`config.mk`:
```
export PLATFORM = sky130hd
export DESIGN_NAME = joystick_input_conditioner_flat
export DESIGN_NICKNAME = d
export VERILOG_FILES = /design/src/rtl/jic_pkg.sv /design/src/rtl/jic_item_if.sv /design/src/rtl/jic_event_if.sv /design/src/rtl/jic_cfg_if.sv /design/src/rtl/joystick_input_conditioner.sv /design/src/rtl/jic_axis_scale.sv /design/src/rtl/jic_levels.sv /design/src/flat_wrapper.sv
export SDC_FILE = /design/constraint.sdc
export NUM_CORES = 2
export LEC_CHECK = 0
export BUFFER_PORTS_ARGS = -buffer_cell sky130_fd_sc_hd__buf_4
export CAP_MARGIN = 20
export CORE_ASPECT_RATIO = 0.5
export CORE_MARGIN = 2
export CORE_UTILIZATION = 45
export CTS_BUF_LIST = sky130_fd_sc_hd__clkbuf_16
export CTS_CLUSTER_SIZE = 28
export DETAILED_ROUTE_END_ITERATION = 12
export GPL_ROUTABILITY_DRIVEN = 0
export GPL_TIMING_DRIVEN = 1
export PLACE_DENSITY = 0.61
export SLEW_MARGIN = 20
export SYNTH_ARGS = -nofsm -noshare
export SYNTH_HDL_FRONTEND = slang
export SYNTH_SLANG_ARGS = --single-unit
```
`constraint.sdc`:
```
create_clock -name clk -period 12.95 [get_ports clk]
set_input_delay 2.59 -clock clk [delete_from_list [all_inputs] [get_ports clk]]
set_output_delay 2.59 -clock clk [all_outputs]
set_load 0.05 [all_outputs]
```
`src/rtl/jic_pkg.sv`:
```
`timescale 1ns / 1ps

package jic_pkg;

  localparam int MAX_DEVICES = 8;
  localparam int MAX_BUTTONS = 32;
  localparam int MAX_HATS    = 4;

  localparam int AXIS_COUNT   = 6;
  localparam int SLIDER_COUNT = 2;

  localparam int DEV_IDX_W = (MAX_DEVICES > 1) ? $clog2(MAX_DEVICES) : 1;
  localparam int BTN_IDX_W = (MAX_BUTTONS > 1) ? $clog2(MAX_BUTTONS) : 1;
  localparam int HAT_IDX_W = (MAX_HATS > 1) ? $clog2(MAX_HATS) : 1;

  localparam logic [14:0] FULL_SCALE = 15'h7FFF;

  localparam int CFG_ADDR_W = 2;
  localparam int CFG_DATA_W = 16;

  localparam logic [14:0] DEAD_ZONE_RST  = 15'd3277;
  localparam logic [14:0] SATURATION_RST = 15'd29491;
  localparam logic [15:0] GAIN_RST       = 16'd5120;

  typedef enum logic [CFG_ADDR_W-1:0] {
    REG_DEAD_ZONE  = 2'd0,
    REG_SATURATION = 2'd1,
    REG_GAIN       = 2'd2
  } cfg_reg_t;

  typedef enum logic [2:0] {
    CMD_AXIS    = 3'd0,
    CMD_SLIDER  = 3'd1,
    CMD_TRIGGER = 3'd2,
    CMD_BUTTON  = 3'd3,
    CMD_HAT     = 3'd4,
    CMD_CLEAR   = 3'd5
  } cmd_t;

  typedef enum logic [2:0] {
    EV_AXIS       = 3'd0,
    EV_SLIDER     = 3'd1,
    EV_BTN_DOWN   = 3'd2,
    EV_BTN_UP     = 3'd3,
    EV_HAT_OFFSET = 3'd4,
    EV_HAT_CENTER = 3'd5
  } event_kind_t;

  typedef enum logic [3:0] {
    HAT_UP         = 4'd1,
    HAT_RIGHT      = 4'd2,
    HAT_RIGHT_UP   = 4'd3,
    HAT_DOWN       = 4'd4,
    HAT_RIGHT_DOWN = 4'd6,
    HAT_LEFT       = 4'd8,
    HAT_LEFT_UP    = 4'd9,
    HAT_LEFT_DOWN  = 4'd12
  } hat_mask_t;

  typedef struct packed {
    logic [2:0]         command;
    logic [2:0]         device;
    logic [4:0]         channel;
    logic signed [15:0] raw_value;
  } item_t;

  // level store write strobes, all qualified by the item leaving the input stage
  typedef struct packed {
    logic button;
    logic hat;
    logic clear;
  } lvl_ctrl_t;

  typedef struct packed {
    logic btn_change;
    logic hat_change;
  } lvl_stat_t;

  // {offset, eighth-turn code clockwise from up}
  function automatic logic [3:0] hat_code(input logic [3:0] mask);
    logic [3:0] r;
    r = 4'b0000;
    unique case (mask)
      HAT_UP:         r = 4'b1000;
      HAT_RIGHT_UP:   r = 4'b1001;
      HAT_RIGHT:      r = 4'b1010;
      HAT_RIGHT_DOWN: r = 4'b1011;
      HAT_DOWN:       r = 4'b1100;
      HAT_LEFT_DOWN:  r = 4'b1101;
      HAT_LEFT:       r = 4'b1110;
      HAT_LEFT_UP:    r = 4'b1111;
      default:        r = 4'b0000;
    endcase
    return r;
  endfunction

endpackage

```
`src/rtl/jic_item_if.sv`:
```
`timescale 1ns / 1ps

interface jic_item_if;
  logic               valid;
  logic               ready;
  logic [2:0]         command;
  logic [2:0]         device;
  logic [4:0]         channel;
  logic signed [15:0] raw_value;

  modport source (output valid, command, device, channel, raw_value, input ready);
  modport sink (input valid, command, device, channel, raw_value, output ready);
endinterface

```
`src/rtl/jic_event_if.sv`:
```
`timescale 1ns / 1ps

interface jic_event_if;
  logic               valid;
  logic               ready;
  logic [2:0]         out_device;
  logic [2:0]         event_kind;
  logic [4:0]         out_channel;
  logic signed [15:0] value;

  modport source (output valid, out_device, event_kind, out_channel, value, input ready);
  modport sink (input valid, out_device, event_kind, out_channel, value, output ready);
endinterface

```
`src/rtl/jic_cfg_if.sv`:
```
`timescale 1ns / 1ps

interface jic_cfg_if;
  import jic_pkg::*;
  logic                  valid;
  logic                  ready;
  logic [CFG_ADDR_W-1:0] addr;
  logic [CFG_DATA_W-1:0] data;

  modport source (output valid, addr, data, input ready);
  modport sink (input valid, addr, data, output ready);
endinterface

```
`src/rtl/joystick_input_conditioner.sv`:
```
`timescale 1ns / 1ps

// Conditions controller samples: axis dead zone and gain scaling, slider and
// trigger mapping, and change detection on button and hat levels per device.
// One sample is accepted every clock unless an event is stalled on the event
// channel. A sample is held in an input register, evaluated in one pass (one
// 15x16 multiply for axis gain, a compare and a state lookup for buttons and
// hats) and its event, if any, lands in the result register. Button and hat
// levels update as the sample leaves the input register, so the next sample
// sees them at once. Samples that produce no event never wait on the event
// channel. Configuration registers are written through the cfg channel, which
// is always ready, and must be written only while the block is idle.
module joystick_input_conditioner import jic_pkg::*; (
  input logic clk,
  input logic rst,
  jic_item_if.sink    samples,
  jic_event_if.source events,
  jic_cfg_if.sink     cfg
);

  logic [14:0] dead_zone;
  logic [14:0] saturation;
  logic [15:0] gain;

  item_t s1_item;
  logic  s1_valid;
  logic  s1_go;
  logic  s2_free;

  logic signed [15:0] axis_value;
  logic signed [15:0] slider_value;
  logic signed [15:0] trigger_value;

  lvl_ctrl_t lvl_ctrl;
  lvl_stat_t lvl_stat;

  logic               ev_has;
  logic [2:0]         ev_kind;
  logic signed [15:0] ev_value;
  logic               dev_ok;
  logic [3:0]         hat_info;

  // configuration
  assign cfg.ready = 1'b1;

  always_ff @(posedge clk) begin
    if (rst) begin
      dead_zone  <= DEAD_ZONE_RST;
      saturation <= SATURATION_RST;
      gain       <= GAIN_RST;
    end else if (cfg.valid) begin
      unique case (cfg.addr)
        REG_DEAD_ZONE:  dead_zone  <= cfg.data[14:0];
        REG_SATURATION: saturation <= cfg.data[14:0];
        REG_GAIN:       gain       <= cfg.data;
        default: ;
      endcase
    end
  end

  // input stage
  assign s2_free       = !events.valid || events.ready;
  assign s1_go         = s1_valid && (!ev_has || s2_free);
  assign samples.ready = !s1_valid || s1_go;

  always_ff @(posedge clk) begin
    if (rst) begin
      s1_valid <= 1'b0;
    end else if (samples.valid && samples.ready) begin
      s1_valid <= 1'b1;
    end else if (s1_go) begin
      s1_valid <= 1'b0;
    end
  end

  always_ff @(posedge clk) begin
    if (samples.valid && samples.ready) begin
      s1_item.command   <= samples.command;
      s1_item.device    <= samples.device;
      s1_item.channel   <= samples.channel;
      s1_item.raw_value <= samples.raw_value;
    end
  end

  jic_axis_scale u_axis (
    .raw_value     (s1_item.raw_value),
    .dead_zone     (dead_zone),
    .saturation    (saturation),
    .gain          (gain),
    .axis_value    (axis_value),
    .slider_value  (slider_value),
    .trigger_value (trigger_value)
  );

  jic_levels u_levels (
    .clk  (clk),
    .rst  (rst),
    .item (s1_item),
    .ctrl (lvl_ctrl),
    .stat (lvl_stat)
  );

  // event decode
  always_comb begin
    dev_ok   = int'(s1_item.device) < MAX_DEVICES;
    hat_info = hat_code(s1_item.raw_value[3:0]);
    ev_has   = 1'b0;
    ev_kind  = EV_AXIS;
    ev_value = 16'sd0;
    lvl_ctrl = '0;
    unique case (cmd_t'(s1_item.command))
      CMD_AXIS: begin
        ev_has   = dev_ok && (int'(s1_item.channel) < AXIS_COUNT);
        ev_kind  = EV_AXIS;
        ev_value = axis_value;
      end
      CMD_SLIDER: begin
        ev_has   = dev_ok && (int'(s1_item.channel) < SLIDER_COUNT);
        ev_kind  = EV_SLIDER;
        ev_value = slider_value;
      end
      CMD_TRIGGER: begin
        ev_has   = dev_ok && (int'(s1_item.channel) < SLIDER_COUNT);
        ev_kind  = EV_SLIDER;
        ev_value = trigger_value;
      end
      CMD_BUTTON: begin
        ev_has          = dev_ok && (int'(s1_item.channel) < MAX_BUTTONS)
                          && lvl_stat.btn_change;
        ev_kind         = s1_item.raw_value[0] ? EV_BTN_DOWN : EV_BTN_UP;
        lvl_ctrl.button = s1_go && ev_has;
      end
      CMD_HAT: begin
        ev_has       = dev_ok && (int'(s1_item.channel) < MAX_HATS)
                       && lvl_stat.hat_change;
        ev_kind      = hat_info[3] ? EV_HAT_OFFSET : EV_HAT_CENTER;
        ev_value     = hat_info[3] ? $signed({13'd0, hat_info[2:0]}) : 16'sd0;
        lvl_ctrl.hat = s1_go && ev_has;
      end
      CMD_CLEAR: begin
        lvl_ctrl.clear = s1_go && dev_ok;
      end
      default: ;
    endcase
  end

  // result register
  always_ff @(posedge clk) begin
    if (rst) begin
      events.valid <= 1'b0;
    end else if (s1_go && ev_has) begin
      events.valid <= 1'b1;
    end else if (events.ready) begin
      events.valid <= 1'b0;
    end
  end

  always_ff @(posedge clk) begin
    if (s1_go && ev_has) begin
      events.out_device  <= s1_item.device;
      events.event_kind  <= ev_kind;
      events.out_channel <= s1_item.channel;
      events.value       <= ev_value;
    end
  end

  a_stall_blocks_input: assert property (@(posedge clk) disable iff (rst)
    s1_valid && !s1_go |-> !samples.ready)
    else $error("input accepted while input stage is stalled");

  a_event_has_source: assert property (@(posedge clk) disable iff (rst)
    $rose(events.valid) |-> $past(s1_valid))
    else $error("event raised without an item in the input stage");

  a_axis_in_range: assert property (@(posedge clk) disable iff (rst)
    events.valid && (events.event_kind == EV_AXIS) |-> events.value != 16'sh8000)
    else $error("axis value outside full scale");

  a_hat_code_range: assert property (@(posedge clk) disable iff (rst)
    events.valid && (events.event_kind == EV_HAT_OFFSET) |-> events.value[15:3] == 13'd0)
    else $error("hat code out of range");

  a_zero_value_events: assert property (@(posedge clk) disable iff (rst)
    events.valid && (events.event_kind == EV_BTN_DOWN || events.event_kind == EV_BTN_UP
      || events.event_kind == EV_HAT_CENTER) |-> events.value == 16'sd0)
    else $error("button or centered hat event carries a value");

endmodule

```
`src/rtl/jic_axis_scale.sv`:
```
`timescale 1ns / 1ps

module jic_axis_scale import jic_pkg::*; (
  input  logic signed [15:0] raw_value,
  input  logic [14:0]        dead_zone,
  input  logic [14:0]        saturation,
  input  logic [15:0]        gain,
  output logic signed [15:0] axis_value,
  output logic signed [15:0] slider_value,
  output logic signed [15:0] trigger_value
);

  logic        neg;
  logic [15:0] abs_raw;
  logic [14:0] mag;
  logic [14:0] diff;
  logic [30:0] prod;
  logic [31:0] rounded;
  logic [19:0] scaled;
  logic [14:0] capped;
  logic [14:0] mag_out;

  logic [15:0] u;
  logic [16:0] w;
  logic [31:0] x;
  logic [16:0] t;
  logic [15:0] q;

  always_comb begin
    neg     = raw_value[15];
    abs_raw = neg ? (16'd0 - raw_value) : raw_value;
    // most negative sample clamps to -full scale
    mag     = abs_raw[15] ? FULL_SCALE : abs_raw[14:0];
    diff    = mag - dead_zone;
    prod    = 31'(diff) * 31'(gain);
    rounded = {1'b0, prod} + 32'd2048;
    scaled  = rounded[31:12];
    capped  = (scaled > 20'(FULL_SCALE)) ? FULL_SCALE : scaled[14:0];
    if (mag <= dead_zone) begin
      mag_out = 15'd0;
    end else if (mag >= saturation) begin
      mag_out = FULL_SCALE;
    end else begin
      mag_out = capped;
    end
    axis_value = neg ? (16'sd0 - $signed({1'b0, mag_out})) : $signed({1'b0, mag_out});
  end

  // round-half-up of u*32767/65535 reduces to floor(32767*(u+1)/65535);
  // 65536 = 65535 + 1, so high half plus low half needs one correction step
  always_comb begin
    u = {~raw_value[15], raw_value[14:0]};
    w = {1'b0, u} + 17'd1;
    x = {w, 15'd0} - {15'd0, w};
    t = {1'b0, x[31:16]} + {1'b0, x[15:0]};
    q = x[31:16] + ((t >= 17'd65535) ? 16'd1 : 16'd0);
    slider_value = $signed(q);
  end

  assign trigger_value = raw_value[15] ? 16'sd0 : raw_value;

endmodule

```
`src/rtl/jic_levels.sv`:
```
`timescale 1ns / 1ps

module jic_levels import jic_pkg::*; (
  input  logic      clk,
  input  logic      rst,
  input  item_t     item,
  input  lvl_ctrl_t ctrl,
  output lvl_stat_t stat
);

  logic [MAX_BUTTONS-1:0] btn_levels [MAX_DEVICES];
  logic [3:0]             hat_levels [MAX_DEVICES][MAX_HATS];

  logic [DEV_IDX_W-1:0] dev_idx;
  logic [BTN_IDX_W-1:0] btn_idx;
  logic [HAT_IDX_W-1:0] hat_idx;

  assign dev_idx = item.device[DEV_IDX_W-1:0];
  assign btn_idx = item.channel[BTN_IDX_W-1:0];
  assign hat_idx = item.channel[HAT_IDX_W-1:0];

  assign stat.btn_change = btn_levels[dev_idx][btn_idx] != item.raw_value[0];
  assign stat.hat_change = hat_levels[dev_idx][hat_idx] != item.raw_value[3:0];

  always_ff @(posedge clk) begin
    if (rst) begin
      for (int d = 0; d < MAX_DEVICES; d++) begin
        btn_levels[d] <= '0;
        for (int h = 0; h < MAX_HATS; h++) begin
          hat_levels[d][h] <= 4'd0;
        end
      end
    end else begin
      priority if (ctrl.clear) begin
        btn_levels[dev_idx] <= '0;
        for (int h = 0; h < MAX_HATS; h++) begin
          hat_levels[dev_idx][h] <= 4'd0;
        end
      end else if (ctrl.button) begin
        btn_levels[dev_idx][btn_idx] <= item.raw_value[0];
      end else if (ctrl.hat) begin
        hat_levels[dev_idx][hat_idx] <= item.raw_value[3:0];
      end
    end
  end

endmodule

```
`src/flat_wrapper.sv`:
```
// flat-port wrapper written by rule: the top's interface ports become plain ports
module joystick_input_conditioner_flat import jic_pkg::*;
  (clk, rst, samples_valid, samples_command, samples_device, samples_channel, samples_raw_value, samples_ready, events_valid, events_out_device, events_event_kind, events_out_channel, events_value, events_ready, cfg_valid, cfg_addr, cfg_data, cfg_ready);
  jic_item_if samples_i ();
  jic_event_if events_i ();
  jic_cfg_if cfg_i ();
  input logic clk;
  input logic rst;
  input wire logic [$bits(samples_i.valid)-1:0] samples_valid;
  input wire logic [$bits(samples_i.command)-1:0] samples_command;
  input wire logic [$bits(samples_i.device)-1:0] samples_device;
  input wire logic [$bits(samples_i.channel)-1:0] samples_channel;
  input wire logic [$bits(samples_i.raw_value)-1:0] samples_raw_value;
  output wire logic [$bits(samples_i.ready)-1:0] samples_ready;
  output wire logic [$bits(events_i.valid)-1:0] events_valid;
  output wire logic [$bits(events_i.out_device)-1:0] events_out_device;
  output wire logic [$bits(events_i.event_kind)-1:0] events_event_kind;
  output wire logic [$bits(events_i.out_channel)-1:0] events_out_channel;
  output wire logic [$bits(events_i.value)-1:0] events_value;
  input wire logic [$bits(events_i.ready)-1:0] events_ready;
  input wire logic [$bits(cfg_i.valid)-1:0] cfg_valid;
  input wire logic [$bits(cfg_i.addr)-1:0] cfg_addr;
  input wire logic [$bits(cfg_i.data)-1:0] cfg_data;
  output wire logic [$bits(cfg_i.ready)-1:0] cfg_ready;
  assign samples_i.valid = samples_valid;
  assign samples_i.command = samples_command;
  assign samples_i.device = samples_device;
  assign samples_i.channel = samples_channel;
  assign samples_i.raw_value = samples_raw_value;
  assign samples_ready = samples_i.ready;
  assign events_valid = events_i.valid;
  assign events_out_device = events_i.out_device;
  assign events_event_kind = events_i.event_kind;
  assign events_out_channel = events_i.out_channel;
  assign events_value = events_i.value;
  assign events_i.ready = events_ready;
  assign cfg_i.valid = cfg_valid;
  assign cfg_i.addr = cfg_addr;
  assign cfg_i.data = cfg_data;
  assign cfg_ready = cfg_i.ready;
  joystick_input_conditioner u_core (.clk(clk), .rst(rst), .samples(samples_i), .events(events_i), .cfg(cfg_i));
endmodule
```
==> metrics.txt <==
CP Max Fanout 28; Top cell by count, worst path fa_1; Pre-antenna DRT Iters 5; CP Capture Type flip-flop; Final period util 93.92%; DRT iter0 DRCs 2,039; CTS root buf clkbuf_16; layout cells sized above 1 13.54%; Post-synth EDFFs 438; top-count cell post-synth edfxtp_1; Post-synth top cells edfxtp_1 (438), nor2_1 (397), nand2_1 (380); critical path class reg -> reg; initial antenna violation count 0; Syn Area/Cell 10.36 um^2; Final Setup Violations 0; row cnt 72; delay of the slowest critical-path stage 0.57 ns; first-pass GRT wire length 143,500 um; worst slew pin tran 1.008 ns; Arrival @ worst endpoint 12.51 ns; FILL cells 6,965; Comb power frac 44.5%; Initial Util 45.26%; status complete, no violations; ys async rst share 0%; die height 200.8 um; HP Class reg -> reg; drc violations 0; Unique masters post-synth 79; clock latency on the worst-skew pair 0.63 ns; cell internal pwr 0.003503 W; Routed Antenna Nets 0; Worst Setup Start Kind flip-flop; ranking of synthesized cells by area edfxtp_1 (38%), fa_1 (11%), mux4_2 (7.8%); RSZ-0062 raised after global routing false; IO Pins 80; total track usage 22.84%; Synth warnings 0; Hold WS 0.4580 ns; Clk pwr share 23.7%; Synth Instances 3,364; Die ar. 79,840 um^2; H-tree Lvls 2; port bufs 78; CTS buffer count 49; CP max stage cell a2111oi_1; total clock sinks 493; NetSw 0.002261 W; register area share after synthesis 40.89%; dpl hpwl 62,470 um; Buf+Inv Stages, Crit Path 5; Routed WL 90,920 um; worst slew margin relative to its limit 31.06%; Clock Path Buffers 3; hold buffer count at cts 0; Fin Setup TNS 0 ns; Layout Nets 3,721; Required @ worst endpoint 13.29 ns; overall power 0.005764 W; Synth area leader edfxtp_1; Synth Register Bits 493; Power Dens Cells 151.8 nW/um^2; grt total ovfl 0; Clock Skew 0.04240 ns; core area 77,020 um^2; largest net degree at the start of global routing 81; CTS tree done; Worst-path clk slew 0.06 ns; post-synth top area share 37.73%; Hold Vio Cnt, Final 0; Mapped Nets 3,758; Die W 397.6 um; leakage power 14.70 nW; Tmin final 12.16 ns; Max Clock Freq 0.08222 GHz; Via density 5.716; Mapped Area 34,860 um^2; sequential cell fraction of total power 31.8%; max cap viols 0; detailed-route via count 25,170; Worst VDD drop 151.6 uV; Crit path max-delay family adder cells; drt wl/cell 20.65 um; DP Cell Count 4,309; Sw Ratio 39.22%; vias in the first global route 25,270; Area Growth Syn to Fin 8.945%; fin. max-slew vios 0; Finished Layout Cells 4,403; dominant synthesized flop cell edfxtp_1; ant diodes 0
-- state kept, by name, indices dropped and copies added (netlist names), named ones only --
signal and flops:
u_core.dead_zone 15, u_core.events.event_kind 3, u_core.events.out_channel 5, u_core.events.out_device 3, u_core.events.valid 1, u_core.events.value 16, u_core.gain 16, u_core.hat_info 4
u_core.s1_item 27, u_core.s1_valid 1, u_core.saturation 15, u_core.u_levels.btn_levels 256, u_core.u_levels.hat_levels 128
-- layout make-up --
cell class	instances	area [um^2]	area share, %
tap	1036	1296	3.413
multi-input combinational	2380	18850	49.63
timing repair buffer	146	1100	2.896
clock buffer	49	1226	3.229
inverter	257	964.7	2.540
clock inverter	42	280.3	0.7380
sequential	493	14260	37.55
-- repair_timing --
action / in CTS / in global routing
hold endpoints to repair: 0 / 0
setup endpoints to repair: 0 / 4
buffers inserted: 0 / 2
resized for setup: 0 / 2
-- worst min-delay path, cell delays in order (launching register included) --
cell and delay (ns):
dfxtp_1 0.31, nand2_1 0.05, a21oi_1 0.05
-- layer usage --
| metal | up-vias | share of wire (%) | global-route usage (%) |
|---|---|---|---|
| met2 | 758 | 51 | 40.47 |
| met5 | - | 0 | 0 |
| met4 | 0 | 2.2 | 5.655 |
| met3 | 126 | 5.1 | 2.094 |
| met1 | 12650 | 42 | 30.20 |
| li1 | 11630 | - | - |
-- path summary, 6_finish.rpt --
check | start | end | slack [ns] | cells past startpoint
worst max-delay path | u_core.s1_item[10]$_DFFE_PP_ | u_core.events.value[14]$_DFFE_PP_ | 0.79 | 43
worst min-delay path | u_core.dead_zone[13]$_SDFFE_PP0P_ | u_core.dead_zone[13]$_SDFFE_PP0P_ | 0.46 | 2
worst max register to register | u_core.s1_item[10]$_DFFE_PP_ | u_core.events.value[14]$_DFFE_PP_ | 0.79 | 43
worst min register to register | u_core.dead_zone[13]$_SDFFE_PP0P_ | u_core.dead_zone[13]$_SDFFE_PP0P_ | 0.46 | 2
-- stage by stage --
stage	worst slack [ns]	cell area [um^2]	utilization [%]
2_1_floorplan	1.577	34860	-
3_3_place_gp	0.6284	36420	47.29
3_5_place_dp	0.4761	36420	47.29
4_1_cts	0.4382	37930	49.24
5_1_grt	0.05976	37980	49.30
6_report	0.7869	37980	49.30
-- cell usage in the layout (no fill, tap or decap), types with 12 or more instances in the layout --
cell,Yosys,layout
nor2_1,397,395
inv_1,255,269
nor2_2,60,62
a211oi_1,12,12
or3_1,19,17
nand2b_1,22,22
xnor2_1,69,69
nand3b_1,21,21
ha_1,160,160
o21bai_1,24,24
o21ai_0,301,301
a21o_1,36,36
nor3_1,23,22
clkbuf_16,0,49
a21oi_1,118,110
dfxtp_1,55,53
a22oi_1,14,14
mux2i_1,14,14
fa_1,184,184
mux4_2,120,120
xor2_1,50,50
o21a_1,12,12
and2_1,90,90
and3_1,24,24
nand3_1,34,34
mux2_2,14,14
edfxtp_1,438,438
nor2b_1,14,13
buf_4,2,145
nand2_1,380,380
nand4_1,20,20
-- power groups by stage --
stage | Clock [W] | Sequential (W) | Combinational [W]
final | 0.00137 | 0.00183 | 0.00257
after global routing | 0.00145 | 0.00184 | 0.00288
after CTS | 0.00140 | 0.00183 | 0.00256
after detailed placement | 0 | 0.00186 | 0.00254
after global placement | 0 | 0.00186 | 0.00252
after floorplan | 0 | 0.00184 | 0.00186
-- cells by family (layout without fill, tap and decap cells) --
| family | Yosys count | count (layout) | synth area share [%] |
|---|---|---|---|
| mux | 148 | 148 | 8.607 |
| compound gates | 602 | 602 | 10.18 |
| flops | 493 | 493 | 40.89 |
| fa+ha+maj | 345 | 345 | 16.34 |
| simple gates | 1164 | 1164 | 15.41 |
| buf+inv | 491 | 494 | 5.524 |
| xor+xnor | 120 | 120 | 3.037 |
| other cells | 1 | 1 | 0.01076 |
Power figures use the tool's default switching activity.
